--- src/sv/pfr_pkg.sv ---
// ----------------------------------------------------------------------------
// pfr_pkg
// Shared types and constants for the path frame receiver.
// ----------------------------------------------------------------------------
package pfr_pkg;

    localparam int unsigned WORDS_PER_NODE = 5;
    localparam int unsigned POS_W          = 4;
    localparam int unsigned BYTE_W         = 8;
    localparam int unsigned WORD_W         = 32;
    localparam int unsigned PARTIAL_W      = 24;
    localparam int unsigned OUT_TDATA_W    = 48;

    localparam logic [BYTE_W-1:0] SYNC_RESET = 8'd147;

    typedef enum logic [1:0] {
        PHASE_IDLE    = 2'd0,
        PHASE_LENGTH  = 2'd1,
        PHASE_PAYLOAD = 2'd2
    } pfr_phase_t;

    typedef struct packed {
        logic                word_valid;
        logic [BYTE_W-1:0]   node_index;
        logic [POS_W-1:0]    word_index;
        logic [WORD_W-1:0]   word_value;
        logic                frame_done;
    } pfr_result_t;

endpackage

--- src/sv/pfr_parser.sv ---
// ----------------------------------------------------------------------------
// pfr_parser
// Frame parse state and the per-byte step: sync, length, word assembly.
// ----------------------------------------------------------------------------
module pfr_parser (
    input  logic                      aclk,
    input  logic                      aresetn,
    input  logic                      step_en,
    input  logic [7:0]                rx_byte,
    input  logic [7:0]                sync_byte,
    output logic                      res_valid,
    output pfr_pkg::pfr_result_t      res
);
    import pfr_pkg::*;

    pfr_phase_t              phase_reg, phase_next;
    logic [BYTE_W-1:0]       frame_length_reg, frame_length_next;
    logic [1:0]              byte_count_reg, byte_count_next;
    logic [POS_W-1:0]        word_pos_reg, word_pos_next;
    logic [BYTE_W-1:0]       node_count_reg, node_count_next;
    logic [PARTIAL_W-1:0]    partial_reg, partial_next;
    logic [POS_W:0]          pos_inc;

    always_ff @(posedge aclk) begin
        if (!aresetn) begin
            phase_reg        <= PHASE_IDLE;
            frame_length_reg <= '0;
            byte_count_reg   <= '0;
            word_pos_reg     <= '0;
            node_count_reg   <= '0;
            partial_reg      <= '0;
        end else if (step_en) begin
            phase_reg        <= phase_next;
            frame_length_reg <= frame_length_next;
            byte_count_reg   <= byte_count_next;
            word_pos_reg     <= word_pos_next;
            node_count_reg   <= node_count_next;
            partial_reg      <= partial_next;
        end
    end

    assign pos_inc = {1'b0, word_pos_reg} + (POS_W+1)'(1);

    always_comb begin
        phase_next        = phase_reg;
        frame_length_next = frame_length_reg;
        byte_count_next   = byte_count_reg;
        word_pos_next     = word_pos_reg;
        node_count_next   = node_count_reg;
        partial_next      = partial_reg;
        res               = '0;

        unique case (phase_reg)
            PHASE_LENGTH: begin
                frame_length_next = rx_byte;
                byte_count_next   = '0;
                word_pos_next     = '0;
                node_count_next   = '0;
                phase_next        = PHASE_PAYLOAD;
            end
            PHASE_PAYLOAD: begin
                unique case (byte_count_reg)
                    2'd0: partial_next[7:0]   = rx_byte;
                    2'd1: partial_next[15:8]  = rx_byte;
                    2'd2: partial_next[23:16] = rx_byte;
                    default: begin
                        res.word_valid = 1'b1;
                        res.node_index = node_count_reg;
                        res.word_index = word_pos_reg;
                        res.word_value = {rx_byte, partial_reg};
                        // node advances after the last word of the node
                        if (pos_inc >= (POS_W+1)'(WORDS_PER_NODE)) begin
                            word_pos_next   = '0;
                            node_count_next = node_count_reg + 8'd1;
                        end else begin
                            word_pos_next   = pos_inc[POS_W-1:0];
                        end
                    end
                endcase
                byte_count_next = byte_count_reg + 2'd1;
                if (node_count_next == frame_length_reg) begin
                    res.frame_done = 1'b1;
                    phase_next     = PHASE_IDLE;
                end
            end
            default: begin
                phase_next = (rx_byte == sync_byte) ? PHASE_LENGTH : PHASE_IDLE;
            end
        endcase
    end

    assign res_valid = res.word_valid | res.frame_done;

endmodule

--- src/sv/pfr_out_reg.sv ---
// ----------------------------------------------------------------------------
// pfr_out_reg
// Result register driving the master stream.
// ----------------------------------------------------------------------------
module pfr_out_reg (
    input  logic                      aclk,
    input  logic                      aresetn,
    input  logic                      load_valid,
    input  pfr_pkg::pfr_result_t      load_res,
    output logic                      load_ready,
    output logic                      m_axis_tvalid,
    input  logic                      m_axis_tready,
    output logic [47:0]               m_axis_tdata,
    output logic                      m_axis_tuser,
    output logic                      m_axis_tlast
);
    import pfr_pkg::*;

    logic         valid_reg;
    pfr_result_t  res_reg;

    assign load_ready = !valid_reg || m_axis_tready;

    always_ff @(posedge aclk) begin
        if (!aresetn) begin
            valid_reg <= 1'b0;
        end else if (load_ready) begin
            valid_reg <= load_valid;
        end
    end

    always_ff @(posedge aclk) begin
        if (load_ready && load_valid) begin
            res_reg <= load_res;
        end
    end

    assign m_axis_tvalid = valid_reg;
    assign m_axis_tdata  = {4'd0, res_reg.word_value, res_reg.word_index,
                            res_reg.node_index};
    assign m_axis_tuser  = res_reg.word_valid;
    assign m_axis_tlast  = res_reg.frame_done;

endmodule

--- src/sv/path_frame_receiver.sv ---
// ----------------------------------------------------------------------------
// path_frame_receiver
// Length-prefixed frame receiver: sync byte, node count, then 32-bit words.
// ----------------------------------------------------------------------------
// Takes one received byte per cycle on the slave stream and never stalls it
// except when the result register is full and the downstream holds tready
// low. A byte passes an input register, the parse step, and the result
// register before its word appears on the master side.
// While idle the block waits for the sync byte; the next byte is the frame
// length in nodes; payload bytes are packed four to a word, first byte in
// the low bits, and each word leaves with its node number and its position
// in the node (five words per node). A result with tlast set ends the frame;
// with a zero length the first payload byte ends it with no word (tuser low,
// tdata zero). Bytes that complete no word and no frame produce no result.
// ----------------------------------------------------------------------------
module path_frame_receiver (
    input  logic         aclk,
    input  logic         aresetn,
    input  logic         cfg_we,
    input  logic [7:0]   cfg_wdata,     // sync_byte
    input  logic         s_axis_tvalid,
    output logic         s_axis_tready,
    input  logic [7:0]   s_axis_tdata,  // [7:0] rx_byte
    output logic         m_axis_tvalid,
    input  logic         m_axis_tready,
    output logic [47:0]  m_axis_tdata,  // [7:0] node_index, [11:8] word_index,
                                        // [43:12] word_value, [47:44] zero
    output logic         m_axis_tuser,  // word_valid
    output logic         m_axis_tlast   // frame_done
);
    import pfr_pkg::*;

    logic [BYTE_W-1:0]  sync_byte_reg;
    logic               in_valid_reg;
    logic [BYTE_W-1:0]  in_byte_reg;
    logic               res_valid;
    pfr_result_t        res;
    logic               out_ready;
    logic               step;

    always_ff @(posedge aclk) begin
        if (!aresetn) begin
            sync_byte_reg <= SYNC_RESET;
        end else if (cfg_we) begin
            sync_byte_reg <= cfg_wdata;
        end
    end

    // byte leaves the input register when its result (if any) can be stored
    assign step          = in_valid_reg && (!res_valid || out_ready);
    assign s_axis_tready = !in_valid_reg || step;

    always_ff @(posedge aclk) begin
        if (!aresetn) begin
            in_valid_reg <= 1'b0;
        end else if (s_axis_tready) begin
            in_valid_reg <= s_axis_tvalid;
        end
    end

    always_ff @(posedge aclk) begin
        if (s_axis_tready && s_axis_tvalid) begin
            in_byte_reg <= s_axis_tdata;
        end
    end

    pfr_parser u_parser (
        .aclk      (aclk),
        .aresetn   (aresetn),
        .step_en   (step),
        .rx_byte   (in_byte_reg),
        .sync_byte (sync_byte_reg),
        .res_valid (res_valid),
        .res       (res)
    );

    pfr_out_reg u_out (
        .aclk          (aclk),
        .aresetn       (aresetn),
        .load_valid    (step && res_valid),
        .load_res      (res),
        .load_ready    (out_ready),
        .m_axis_tvalid (m_axis_tvalid),
        .m_axis_tready (m_axis_tready),
        .m_axis_tdata  (m_axis_tdata),
        .m_axis_tuser  (m_axis_tuser),
        .m_axis_tlast  (m_axis_tlast)
    );

`ifndef SYNTHESIS
    // a result without a word can only be the end of a frame
    a_noword_is_done: assert property (@(posedge aclk) disable iff (!aresetn)
        m_axis_tvalid && !m_axis_tuser |-> m_axis_tlast)
        else $error("result without word and without frame done");

    a_noword_zero: assert property (@(posedge aclk) disable iff (!aresetn)
        m_axis_tvalid && !m_axis_tuser |-> m_axis_tdata == 48'd0)
        else $error("frame-done result carries nonzero data");

    a_word_pos: assert property (@(posedge aclk) disable iff (!aresetn)
        m_axis_tvalid && m_axis_tuser |->
            {1'b0, m_axis_tdata[11:8]} < (POS_W+1)'(WORDS_PER_NODE))
        else $error("word position beyond words per node");
`endif

endmodule
--- config.mk ---
export PLATFORM = sky130hd
export DESIGN_NAME = path_frame_receiver
export DESIGN_NICKNAME = d
export VERILOG_FILES = /design/src/sv/pfr_pkg.sv /design/src/sv/pfr_parser.sv /design/src/sv/pfr_out_reg.sv /design/src/sv/path_frame_receiver.sv
export SDC_FILE = /design/constraint.sdc
export NUM_CORES = 1
export LEC_CHECK = 0
export ABC_AREA = 1
export BUFFER_PORTS_ARGS = -buffer_cell sky130_fd_sc_hd__clkbuf_2
export CELL_PAD_IN_SITES_DETAIL_PLACEMENT = 1
export CELL_PAD_IN_SITES_GLOBAL_PLACEMENT = 1
export CORE_UTILIZATION = 43
export CTS_BUF_LIST = sky130_fd_sc_hd__clkbuf_16
export CTS_CLUSTER_SIZE = 12
export DETAILED_ROUTE_END_ITERATION = 12
export PLACE_DENSITY_LB_ADDON = 0.1
export SYNTH_ARGS = -nofsm -noshare
export SYNTH_HDL_FRONTEND = slang
export SYNTH_SLANG_ARGS = --single-unit
--- constraint.sdc ---
create_clock -name aclk -period 4.78 [get_ports aclk]
set_clock_uncertainty 0.1 [all_clocks]
set_input_delay 0.239 -clock aclk [delete_from_list [all_inputs] [get_ports aclk]]
set_output_delay 0.239 -clock aclk [all_outputs]
set_load 0.01 [all_outputs]
# Yosys cells after proc, flatten, opt, wreduce, memory -nomap -nowiden
# Index checks and enable logic that the tools add are counted.
# op_classes
add_sub_neg	3
n_lt_le_gt_ge	1
eq_ne	8
muxes	14
n_bitwise	2
reduce_logical	21
# op_table
operator	n
$mux 46	1
$mux 45	1
$mux 8	3
$eq 8x8->1	2
$pmux 8 s2	1
$reduce_and 3->1	4
$add 8x1->8 const B	1
$mux 4	2
$pmux 2 s2	2
$pmux 4 s2	1
$reduce_and 2->1	3
$add 4x1->5 const B	1
$ge 5x3->1 const B	1
$eq 2x1->1 const B	2
$eq 2x2->1 const B	2
$logic_and 1x1->1	4
$reduce_or 4->1	1
$logic_not 1->1	3
$logic_or 1x1->1	3
$reduce_or 3->1	1
$add 2x1->2 const B	1
$logic_not 2->1	1
$mux 1	2
$mux 2	1
5 further kinds	5
# word_totals
register_bits	112
output_inout_bits	52

# Depth between registers and ports, before layout
# Gate-level depths: netlist of run 1.
# depth
ltp_word	14
mapped_depth	21

# Modules after synthesis
# Synthesis of run 1 repeated with hierarchy kept, for this count alone.
# hier_totals
cells_unflattened	521
hier_area_um2	4748.3
# modules_own_cells
mod	n_inst	cells_per_inst	area_each_um2	seq_area_each_um2
pfr_parser	1	409	2683.8	960.9
pfr_out_reg	1	58	1466.4	1401.3
path_frame_receiver	1	54	598.1	420.4

# Worst setup path after synthesis of run 1
# No wires, ideal clock.
# synth_timing
path_kind	reg-to-reg
startpoint	reg u_parser.word_pos_reg[0]
endpoint	reg u_out.res_reg (netlist bit u_out.m_axis_tdata[0]), enable pin
setup_ps	400
arrival_ps	2838
required_time_ps	4280
setup_slack_ps	1442
path_stages_with_launch	20
path_buffers	2
synth_period_minus_slack_ps	3338
path_cell_list	dfxtp_1 -> inv_2 -> ha_1 -> inv_1 -> nand2_1 -> nand2_1 -> nand2_2 -> buf_6 -> nand3_1 -> nand2_1 -> nand2_1 -> nand2_1 -> nand3_1 -> nor2_1 -> nand3_2 -> nand2_4 -> nand2_8 -> buf_6 -> nand3_1 -> inv_1
# synth_between
elab_chain_cells	14
# synth_rtl
item	line_no	source
from (decl)	pfr_parser.sv:19	logic [POS_W-1:0] word_pos_reg, word_pos_next;
from (signal assigned)	pfr_parser.sv:36	word_pos_reg <= word_pos_next;
$add 4x1->5 *	pfr_parser.sv:42	assign pos_inc = {1'b0, word_pos_reg} + (POS_W+1)'(1);
$ge 5x3->1 *	pfr_parser.sv:72	if (pos_inc >= (POS_W+1)'(WORDS_PER_NODE)) begin
$mux 8 *	pfr_parser.sv:72	
$mux 8 *	pfr_parser.sv:62	unique case (byte_count_reg)
$mux 8 *	pfr_parser.sv:53	unique case (phase_reg)
$eq 8x8->1 *	pfr_parser.sv:81	if (node_count_next == frame_length_reg) begin
$mux 1 *	pfr_parser.sv:81	
$mux 46 *	pfr_parser.sv:53	
$or 1x1->1 *	pfr_parser.sv:92	assign res_valid = res.word_valid | res.frame_done;
$logic_not 1->1	path_frame_receiver.sv:50	assign step = in_valid_reg && (!res_valid || out_ready);
$logic_or 1x1->1	path_frame_receiver.sv:50	
$logic_and 1x1->1	path_frame_receiver.sv:50	
$logic_and 1x1->1 *	path_frame_receiver.sv:80	.load_valid (step && res_valid),
$logic_and 1x1->1 *	pfr_out_reg.sv:33	if (load_ready && load_valid) begin
to (signal assigned)	pfr_out_reg.sv:34	res_reg <= load_res;
to (decl)	pfr_out_reg.sv:20	pfr_result_t res_reg;
# Mark *: on every way between the ends. The rest lies on a longest branch, timed or not. The select of a mux whose other input is x is not followed.
# A chain may end at the register's enable or synchronous reset.

# Worst setup path after layout of run 1
# layout_timing
startpoint	reg u_parser.word_pos_reg[0]
endpoint	reg u_out.res_reg (netlist bit u_out.m_axis_tdata[25]), enable pin
# Same word-level chain as after synthesis.

==> results of run 1 <==
-- placed cells by master, fill, tap and decap left out, types with 10 or more instances in the layout --
| cell type | instances |
|---|---|
| nand2_1 | 151 |
| edfxtp_1 | 54 |
| clkbuf_2 | 68 |
| nor2_1 | 109 |
| clkinv_1 | 11 |
| nand3_1 | 31 |
| nand4_1 | 53 |
| inv_1 | 110 |
| dlygate4sd3_1 | 11 |
| dfxtp_1 | 57 |
| clkbuf_16 | 10 |
-- cell type report --
type,instances,area (um2),share of cell area [%]
flip-flops and latches,112,2784,45.77
multi-input cells,395,1896,31.17
repair buffers,83,480.5,7.900
inverters,122,457.9,7.529
clock buffers,10,250.2,4.114
well taps,147,183.9,3.024
clock inverters,6,30.03,0.4937
-- stage by stage --
stage | instances | utilization, % | total power, mW | setup slack (ps)
final | 875 | 50.64 | 1.931 | 1115
after floorplan | 662 | - | 1.174 | 1442
after global routing | 875 | 50.64 | 2.013 | 734.0
after CTS | 875 | 50.64 | 1.952 | 1058
after detailed placement | 848 | 47.39 | 1.222 | 1109
after global placement | 848 | 47.39 | 1.215 | 1294
-- power by group through the flow --
| stage | registers, mW | logic, mW | clock network, mW |
|---|---|---|---|
| after CTS | 1.04 | 0.170 | 0.744 |
| after global placement | 1.06 | 0.155 | 0 |
| after detailed placement | 1.06 | 0.162 | 0 |
| after floorplan | 1.06 | 0.118 | 0 |
| after global routing | 1.04 | 0.193 | 0.779 |
| final | 1.04 | 0.168 | 0.725 |
-- worst min path at each step --
stage                    startpoint          endpoint  slack (ps)  cells past startpoint
floorplan           s_axis_tdata[0]    in_byte_reg[0]         240                      0
global placement    s_axis_tdata[3]    in_byte_reg[3]         320                      1
detailed placement  s_axis_tdata[1]    in_byte_reg[1]         320                      1
CTS                    cfg_wdata[3]  sync_byte_reg[3]           5                      3
global route           cfg_wdata[0]  sync_byte_reg[0]          10                      3
finish                 cfg_wdata[7]  sync_byte_reg[7]          10                      3
-- layer usage --
layer	vias to the layer above	GRT usage, %
li1	2196	-
met1	2052	26.24
met2	72	38.94
met3	10	3.321
met4	0	7.895
met5	-	0
-- logic make-up (layout without fill, tap and decap cells) --
group                      Yosys count  after routing  share of synthesized area, %
AOI/OAI and AO/OA                   15             15                         1.576
buffers and inverters              155            221                         12.24
other                                1              4                       0.07052
DFF                                112            112                         52.33
adders and majority gates            9              9                         2.118
and+or+nand+nor                    361            361                         30.42
xor gates and xnor gates             6              6                         1.247
-- what timing repair did --
action	4_1_cts	5_1_grt
hold buffers	11	0
endpoints found under the hold margin	11	0
buffers inserted	0	0
-- critical path: stages (launching register included) --
cell     delay, ps
dfxtp_1        400
inv_2           90
ha_1           310
inv_1           50
nand2_1         60
nand2_1         60
nand2_2        240
nand2_2        160
o21ai_1        230
nand3_1        100
nand3_1        110
nor2_2          50
nand3_2         80
nand2_4         90
nand2_8        270
nand3_1        150
inv_2          490
buf_4          310
==> qor.txt, run 1 <==
status - complete, no violations
CTS Buffer Depth - 2
post-synthesis sequential area ratio - 52.33%
fraction of registers with async set/reset - 0%
synth warn - 0
first-pass GRT wire length - 21,420 um
highest clock rate - 272.8 MHz
Worst-Margin Slew - 1138 ps
fin area - 6082 um2
ys flop type - dfxtp_1
#FFs+latches synth - 112
synth top area cells - edfxtp_1 (30%), dfxtp_1 (22%), nand2_1 (11%)
Detailed Place HPWL - 8886 um
Residual DRC - 0
Post-CTS Resized - 0
H-tree Lvls - 3
crit start category - register
ANT cells - 0
worst hold path type - in2reg
Worst Setup SP - u_parser.word_pos_reg[0]
Post-synth EDFFs - 54
count leader, synth - nand2_1
Logic pwr share - 8.7%
post-placement cell area - 5692 um2
RR Startpoint - u_parser.word_pos_reg[0]
LEAKAGE - 2.739 nW
commonest cells in the netlist - nand2_1 (151), inv_1 (111), nor2_1 (109)
Remaining Overflow, GRT - 0
vias in the first global route - 4,429
max_slew headroom - 24.14%
Vias/cell - 4.949
critical path endpoint category - register
top layer in use - met4
Final Max Tran Viols - 0
CTS tree - yes
Layout area overhead - 14.38%
fin nets - 753
Vias - 4,330
total CTS buffers - 9
Hold Fails Final Rpt - 0
GP Congestion - 0.7824
met1 wire length - 5786 um
Syn Area/Cell - 8.069 um2
r2r setup slk - 1110 ps
DIE AREA - 12,820 um2
Reg power frac - 53.8%
total clock sinks - 112
worst r2r dst - u_out.m_axis_tdata[25]
cell-internal power - 1.459 mW
Pwr per Cell Area - 317.5 nW/um2
post-synth top area cell - edfxtp_1
Die W - 113.2 um
clock share of power - 37.5%
final setup vio count - 0
CP Class - reg2reg
io pins - 73
Fillers - 1,496
GRT Overall Usage - 21.68%
row cnt - 40
drt wl/cell - 14.67 um
period utilisation layout - 76.68%
Post-Route WL - 12,830 um
VDD IR max - 0.0001756 V
chip height - 113.2 um
Initial Utilization - 44.27%
Yosys cell types - 32
CP endpoint - u_out.m_axis_tdata[25]
met2 routed WL - 6466 um
Core Region - 12,010 um2
crit-path max FO - 55
Syn Inst Count - 659
Routed Antenna Nets - 0
unrepaired setup endpoints after global routing - false
router iterations before antenna repair - 4
final setup TNS - 0 ps
total of max-cap violations - 0
fin crit period - 3665 ps
clk slew on worst S/H paths - 70 ps
share of layout cells above drive strength 1 - 14.29%
clk root buf - clkbuf_16
initial antenna violation count - 0
sw frac - 24.48%
pin count of the biggest net entering global routing - 58
net switching power - 472.7 uW
1st-iter DRT viols - 178
Synth top area share - 30.49%
flip-flop count of the largest register after layout - 44
Crit path arrival time - 3620 ps
PortBufs - 68
R2R depth - 17
WP data required - 4740 ps
Syn Std Cell Area - 5318 um2
routed wl met3 - 415 um
hold_ws - 9.685 ps
Clock Latency Late Sink - 360 ps
(Power assumes the default switching activity.)
==> run 2, diff against run 1 <==
--- a/config.mk
+++ b/config.mk
@@ -9,7 +9,7 @@
 export BUFFER_PORTS_ARGS = -buffer_cell sky130_fd_sc_hd__clkbuf_2
 export CELL_PAD_IN_SITES_DETAIL_PLACEMENT = 1
 export CELL_PAD_IN_SITES_GLOBAL_PLACEMENT = 1
-export CORE_UTILIZATION = 43
+export CORE_UTILIZATION = 38
 export CTS_BUF_LIST = sky130_fd_sc_hd__clkbuf_16
 export CTS_CLUSTER_SIZE = 12
 export DETAILED_ROUTE_END_ITERATION = 12
==> constraint.sdc (replaced) <==
create_clock -name aclk -period 3.3 [get_ports aclk]
set_clock_uncertainty 0.1 [all_clocks]
set_input_delay 0.165 -clock aclk [delete_from_list [all_inputs] [get_ports aclk]]
set_output_delay 0.165 -clock aclk [all_outputs]
set_load 0.01 [all_outputs]
==> run 2 against run 1 <==
  * Count of clock-buffer cells in the layout down 1
  * Cell count up 4.3%
  * Fmax up 21%
  * Sequential share of layout area down 1.5 points
  * Routed wire length up 5.0%
  * Highest routed layer unchanged
  * Sequential power up 45%
  * Setup slack worse by 850 ps
  * Non-clock buffer count up 9
==> qor.txt, run 2 (synthesized netlist as in run 1, its figures left out) <==
status - complete, no violations
Critical Path Most Common Cell - nand2_1
clk root buf - clkbuf_16
fin nets - 763 (+1.3%)
CP Class - reg2reg
router iterations before antenna repair - 4 (unchanged)
Residual DRC - 0 (unchanged)
Core Region - 13,450 um2 (+12%)
Hold Fails Final Rpt - 0 (unchanged)
io pins - 73 (unchanged)
Vias/cell - 4.838 (-2.2%)
PortBufs - 68 (unchanged)
final setup vio count - 0 (unchanged)
Routed Antenna Nets - 0 (unchanged)
highest clock rate - 329.6 MHz (+21%)
LEAKAGE - 2.812 nW (+2.7%)
period utilisation layout - 91.95% (+15 points)
row cnt - 42 (+5.0%)
total power draw - 2.878 mW (+49%)
worst hold path type - in2reg
Pwr per Cell Area - 457.2 nW/um2 (+44%)
crit start category - register
initial antenna violation count - 0 (unchanged)
CTS Buffer Depth - 2 (unchanged)
Crit path arrival time - 3030 ps (-590 ps)
vias in the first global route - 4,364 (-1.5%)
final cell count without fillers - 913 (+4.3%)
critical path endpoint category - register
total CTS buffers - 9 (unchanged)
DP Cell Count - 880 (+3.8%)
Die W - 120.3 um (+6.3%)
most frequent cells in the layout - nand2_1 (151), inv_1 (110), nor2_1 (109), clkbuf_2 (68), dfxtp_1 (56)
crit-path max FO - 39 (-29%)
Final Max Tran Viols - 0 (unchanged)
Remaining Overflow, GRT - 0 (unchanged)
ANT cells - 0 (unchanged)
share of layout cells above drive strength 1 - 15.60% (+1.3 points)
pin count of the biggest net entering global routing - 47 (-19%)
r2r setup slk - 270 ps (-850 ps)
first-pass GRT wire length - 21,690 um (+1.3%)
flip-flop count of the largest register after layout - 44 (unchanged)
Util after Layout - 46.78% (-3.9 points)
slowest cell delay on critical path - 370 ps (-120 ps)
Initial Utilization - 39.53% (-4.7 points)
DIE AREA - 14,470 um2 (+13%)
max_slew headroom - 34.44% (+10 points)
chip height - 120.3 um (+6.3%)
CTS tree - yes
GRT Overall Usage - 19.54% (-2.1 points)
1st-iter DRT viols - 186 (+4.5%)
Clock Latency Late Sink - 360 ps (about the same)
GP Congestion - 0.7890 (+0.84%)
drt wl/cell - 14.75 um (+0.59%)
Post-Route WL - 13,470 um (+5.0%)
H-tree Lvls - 3 (unchanged)
clk slew on worst S/H paths - 80 ps (about the same)
total clock sinks - 112 (unchanged)
total of max-cap violations - 0 (unchanged)
crit-path cells - inv_1, ha_1, inv_1, nand2_1, nand2_1, nand2_4, nand2_4, nand2_1, nand2_1, xor2_1, nand2_1, nor2_1, nand3_2, nand2_4, nand2_8, nand3_2, clkinvlp_4, buf_12
most common cell after layout, fill and taps aside - nand2_1
Worst-Margin Slew - 983.4 ps (-154.6 ps)
VDD IR max - 0.0002827 V (+61%)
Detailed Place HPWL - 9248 um (+4.1%)
Layout area overhead - 18.35%
Vias - 4,417 (+2.0%)
slowest CP cell - dfxtp_1
WP data required - 3300 ps (-1440 ps)
hold_ws - 10.94 ps (+1.254 ps)
fin crit period - 3034 ps (-631.1 ps)
## run 2: changes by cell type in the layout (fill, tap and decap cells not counted), sizes merged
cell,previous run,this run
buf,4,8
bufinv,0,1
clkbuf,78,77
clkinv,13,9
clkinvlp,0,2
dlygate4sd3,11,16
inv,115,116
nand2,155,156
## run 2: path summary, 6_finish.rpt
check | start | endpoint | cells past startpoint
max | u_parser.word_pos_reg[1] | u_out.m_axis_tdata[42] | 18
min | s_axis_tvalid | in_valid_reg | 3
max reg2reg | u_parser.word_pos_reg[1] | u_out.m_axis_tdata[42] | 18
min reg2reg | u_parser.word_pos_reg[3] | u_parser.word_pos_reg[3] | 2
## run 2: report_power, final
group / total, mW / internal (mW) / switching, mW
logic: 0.254 / 0.0873 / 0.167
clock network: 1.12 / 0.597 / 0.519
registers: 1.51 / 1.48 / 0.0257
total: 2.88 / 2.17 / 0.712
## run 2: stage by stage
stage	setup TNS (ps)	setup slack [ps]	area (um2)
3_3_place_gp	0	301.8	5779
4_1_cts	0	149.4	6240
2_1_floorplan	0	41.66	5333
6_report	0	265.6	6294
3_5_place_dp	0	170.6	5779
5_1_grt	-157.2	-15.44	6294
## run 2: cell type report
type / instances / area, um2
tap: 176 / 220.2
clock buffer: 9 / 225.2
multi-input combinational: 396 / 1941
clock inverter: 6 / 75.07
sequential: 112 / 2785
inverter: 122 / 461.7
timing repair buffer: 92 / 585.6
fill: 1679 / 7159
## run 2: worst max-delay path, delay by kind of cell, from the launching register on
family | cells | cell delay [ps]
XOR/XNOR | 1 | 150
buffers and inverters | 4 | 450
adder cells (fa/ha/maj) | 1 | 290
flip-flops | 1 | 370
AND/OR/NAND/NOR | 12 | 1380
## run 2: repair_timing
action                                  4_1_cts  5_1_grt
endpoints found under the hold margin        16        0
resized for setup                             0        8
hold buffers                                 16        0
setup buffers                                 0        1
endpoints found under the setup margin        0       88
## run 2: per-layer routing
metal	GRT usage, %	vias to the layer above	share of wire, %
met5	0	-	0
met4	8.333	0	1.8
met3	2.358	13	2.6
met2	33.26	80	49
met1	24.98	2113	46
li1	-	2211	-
==> run 3, diff against run 2 <==
--- a/config.mk
+++ b/config.mk
@@ -5,14 +5,15 @@
 export SDC_FILE = /design/constraint.sdc
 export NUM_CORES = 1
 export LEC_CHECK = 0
-export ABC_AREA = 1
+export ABC_AREA = 0
 export BUFFER_PORTS_ARGS = -buffer_cell sky130_fd_sc_hd__clkbuf_2
 export CELL_PAD_IN_SITES_DETAIL_PLACEMENT = 1
 export CELL_PAD_IN_SITES_GLOBAL_PLACEMENT = 1
-export CORE_UTILIZATION = 38
+export CORE_UTILIZATION = 41
 export CTS_BUF_LIST = sky130_fd_sc_hd__clkbuf_16
 export CTS_CLUSTER_SIZE = 12
 export DETAILED_ROUTE_END_ITERATION = 12
+export MAX_ROUTING_LAYER = met4
 export PLACE_DENSITY_LB_ADDON = 0.1
 export SYNTH_ARGS = -nofsm -noshare
 export SYNTH_HDL_FRONTEND = slang
==> run 3 against run 2 <==
  * Sequential power is essentially flat
  * Design area grew 3.0%
  * Non-clock buffer count grew 29
  * Critical endpoint is now u_out.m_axis_tdata[26]
  * Critical path depth shrank 7
  * Synthesized cell count shrank 27%
  * Routed wire length grew 1.8%
  * Fmax shrank 7.8%
  * Flip-flop and latch count is the same
  * Cell count shrank 17%
==> qor.txt, run 3 <==
status - complete, no violations
ys flop type - dfxtp_1
crit-path max FO - 9 (-77%)
most frequent cells in the layout - clkbuf_2 (68), dfxtp_1 (56), edfxtp_1 (54), nand2_1 (50), and2_1 (47)
H-tree Lvls - 3 (unchanged)
final setup vio count - 0 (unchanged)
Clock Latency Late Sink - 360 ps (about the same)
ANT cells - 0 (unchanged)
Synth top area share - 31.55% (+1.1 points)
Post-synth EDFFs - 54 (unchanged)
unrepaired setup endpoints after global routing - true
commonest cells in the netlist - dfxtp_1 (58), edfxtp_1 (54), nand2_1 (50)
Core Region - 12,110 um2 (-10%)
Setup WS post-layout - 10.11 ps (-255.5 ps)
sw frac - 22.03% (-2.7 points)
router iterations before antenna repair - 4 (unchanged)
clk root buf - clkbuf_16
slowest cell delay on critical path - 450 ps (+80 ps)
Hold Fails Final Rpt - 0 (unchanged)
Layout area overhead - 26.12%
Initial Utilization - 42.44% (+2.9 points)
cell-internal power - 2.091 mW (-3.4%)
most common cell after layout, fill and taps aside - clkbuf_2
net switching power - 590.9 uW (-17%)
worst hold path type - in2reg
post-synth top area cell - edfxtp_1
clock share of power - 41.4% (+2.6 points)
total CTS buffers - 9 (unchanged)
CTS tree - yes
chip height - 114.0 um (-5.3%)
post-synthesis sequential area ratio - 54.14% (+1.8 points)
CP Class - reg2reg
Logic pwr share - 3.2% (-5.6 points)
total power draw - 2.682 mW (-6.8%)
initial antenna violation count - 0 (unchanged)
first-pass GRT wire length - 20,890 um (-3.7%)
#FFs+latches synth - 112 (unchanged)
row cnt - 40 (-4.8%)
highest clock rate - 304.0 MHz (-7.8%)
Routed Antenna Nets - 0 (unchanged)
GP Congestion - 0.8457 (+7.2%)
Residual DRC - 0 (unchanged)
Vias - 4,006 (-9.3%)
vias in the first global route - 4,024 (-7.8%)
DIE AREA - 12,990 um2 (-10%)
Vias/cell - 5.313 (+9.8%)
total clock sinks - 112 (unchanged)
clk slew on worst S/H paths - 70 ps (about the same)
CTS Buffer Depth - 2 (unchanged)
max_slew headroom - 37.94% (+3.5 points)
PortBufs - 68 (unchanged)
WP data required - 3280 ps (-20 ps)
io pins - 73 (unchanged)
Die W - 114.0 um (-5.3%)
total of max-cap violations - 0 (unchanged)
period utilisation layout - 99.69% (+7.7 points)
Worst-Margin Slew - 929.8 ps (-53.57 ps)
Crit path arrival time - 3270 ps (+240 ps)
drt wl/cell - 18.19 um (+23%)
LEAKAGE - 2.474 nW (-12%)
fin nets - 611 (-20%)
crit-path cells - inv_4, ha_4, or3b_4, a221o_2, a2111oi_4, o221ai_2, a21oi_2, o21a_1, nor2b_4, buf_12, clkbuf_16
Yosys cell types - 65 (+100%)
pin count of the biggest net entering global routing - 43 (-8.5%)
count leader, synth - dfxtp_1
1st-iter DRT viols - 238 (+28%)
VDD IR max - 0.0002167 V (-23%)
slowest CP cell - a221o_2
Post-Route WL - 13,710 um (+1.8%)
share of layout cells above drive strength 1 - 25.26% (+9.7 points)
Syn Inst Count - 481 (-27%)
Final Max Tran Viols - 0 (unchanged)
Syn Area/Cell - 10.69 um2 (+32%)
fin crit period - 3290 ps (+255.5 ps)
flip-flop count of the largest register after layout - 44 (unchanged)
Detailed Place HPWL - 9040 um (-2.3%)
critical path endpoint category - register
synth warn - 0 (unchanged)
synth top area cells - edfxtp_1 (32%), dfxtp_1 (23%), and2_1 (5.7%)
pre-CTS setup slack - -54.64 ps (-225.2 ps)
Fillers - 1,350 (-20%)
Reg power frac - 55.4% (+3.0 points)
crit start category - register
GRT Overall Usage - 21.92% (+2.4 points)
Syn Std Cell Area - 5140 um2 (-3.3%)
Remaining Overflow, GRT - 0 (unchanged)
Pwr per Cell Area - 413.7 nW/um2 (-9.5%)
fraction of registers with async set/reset - 0% (unchanged)
==> run 3: logic make-up after synthesis <==
family | synth area share (%)
AOI/OAI and AO/OA | 13.41
xor gates and xnor gates | 3.652
adders and majority gates | 2.191
buffers and inverters | 4.284
DFF | 54.14
muxes | 3.700
other | 0.07296
and+or+nand+nor | 18.55
==> run 3: final cells by class <==
class / instances / area [um2] / area share [%]
Clock buffer: 9 / 225.2 / 3.474
Clock inverter: 7 / 71.32 / 1.100
Inverter: 14 / 55.05 / 0.8493
Multi-Input combinational cell: 323 / 2211 / 34.11
Sequential cell: 112 / 2790 / 43.04
Tap cell: 168 / 210.2 / 3.243
Timing Repair Buffer: 121 / 919.6 / 14.19
==> run 3: repair_timing <==
| item | in CTS | in global routing |
|---|---|---|
| pin swaps | 3 | 2 |
| hold buffers | 17 | 0 |
| resized for setup | 3 | 8 |
| buffers inserted | 4 | 4 |
| endpoints found under the setup margin | 43 | 58 |
| endpoints found under the hold margin | 17 | 0 |
| gates cloned | 0 | 7 |
==> run 3: per-layer routing <==
metal / up-vias / share of wire, % / track usage [%]
li1: 1924 / - / -
met1: 1960 / 46 / 27.33
met2: 99 / 48 / 35.35
met3: 23 / 3.3 / 3.188
met4: 0 / 2.6 / 9.870
met5: - / 0 / -
==> run 3: final timing paths <==
check,start,end,cells past startpoint,slack [ps]
max,u_parser.word_pos_reg[0],u_out.m_axis_tdata[26],11,10
min,cfg_we,sync_byte_reg[1],3,170
max reg2reg,u_parser.word_pos_reg[0],u_out.m_axis_tdata[26],11,10
min reg2reg,u_parser.partial_reg[15],u_parser.partial_reg[15],2,380
==> run 3: critical path, delay by kind of cell (launching register included) <==
family	cells	cell delay (ps)
AND/OR/NAND/NOR	2	580
buffers and inverters	3	370
adder cells (fa/ha/maj)	1	220
AO/OA/AOI/OAI	5	1370
flip-flops	1	380
==> run 3: through the flow <==
stage / hold slack, ps / utilization (%) / std cells / TNS [ps] / instance area [um2]
global placement: 242.3 / 47.60 / 706 / 0 / 5766
finish: 172.9 / 53.52 / 754 / 0 / 6482
CTS: 161.5 / 51.76 / 743 / 0 / 6269
detailed placement: 244.6 / 47.60 / 706 / -2011 / 5766
global route: 201.5 / 53.52 / 754 / -3142 / 6482
floorplan: 163.9 / - / 484 / -11360 / 5195
==> run 3: power groups by stage <==
stage / Clock (mW) / Sequential, mW / Combinational (mW)
after floorplan: 0 / 1.50 / 0.0488
after global placement: 0 / 1.52 / 0.0666
after detailed placement: 0 / 1.52 / 0.0696
after CTS: 1.12 / 1.49 / 0.0853
after global routing: 1.18 / 1.49 / 0.0939
final: 1.11 / 1.49 / 0.0860
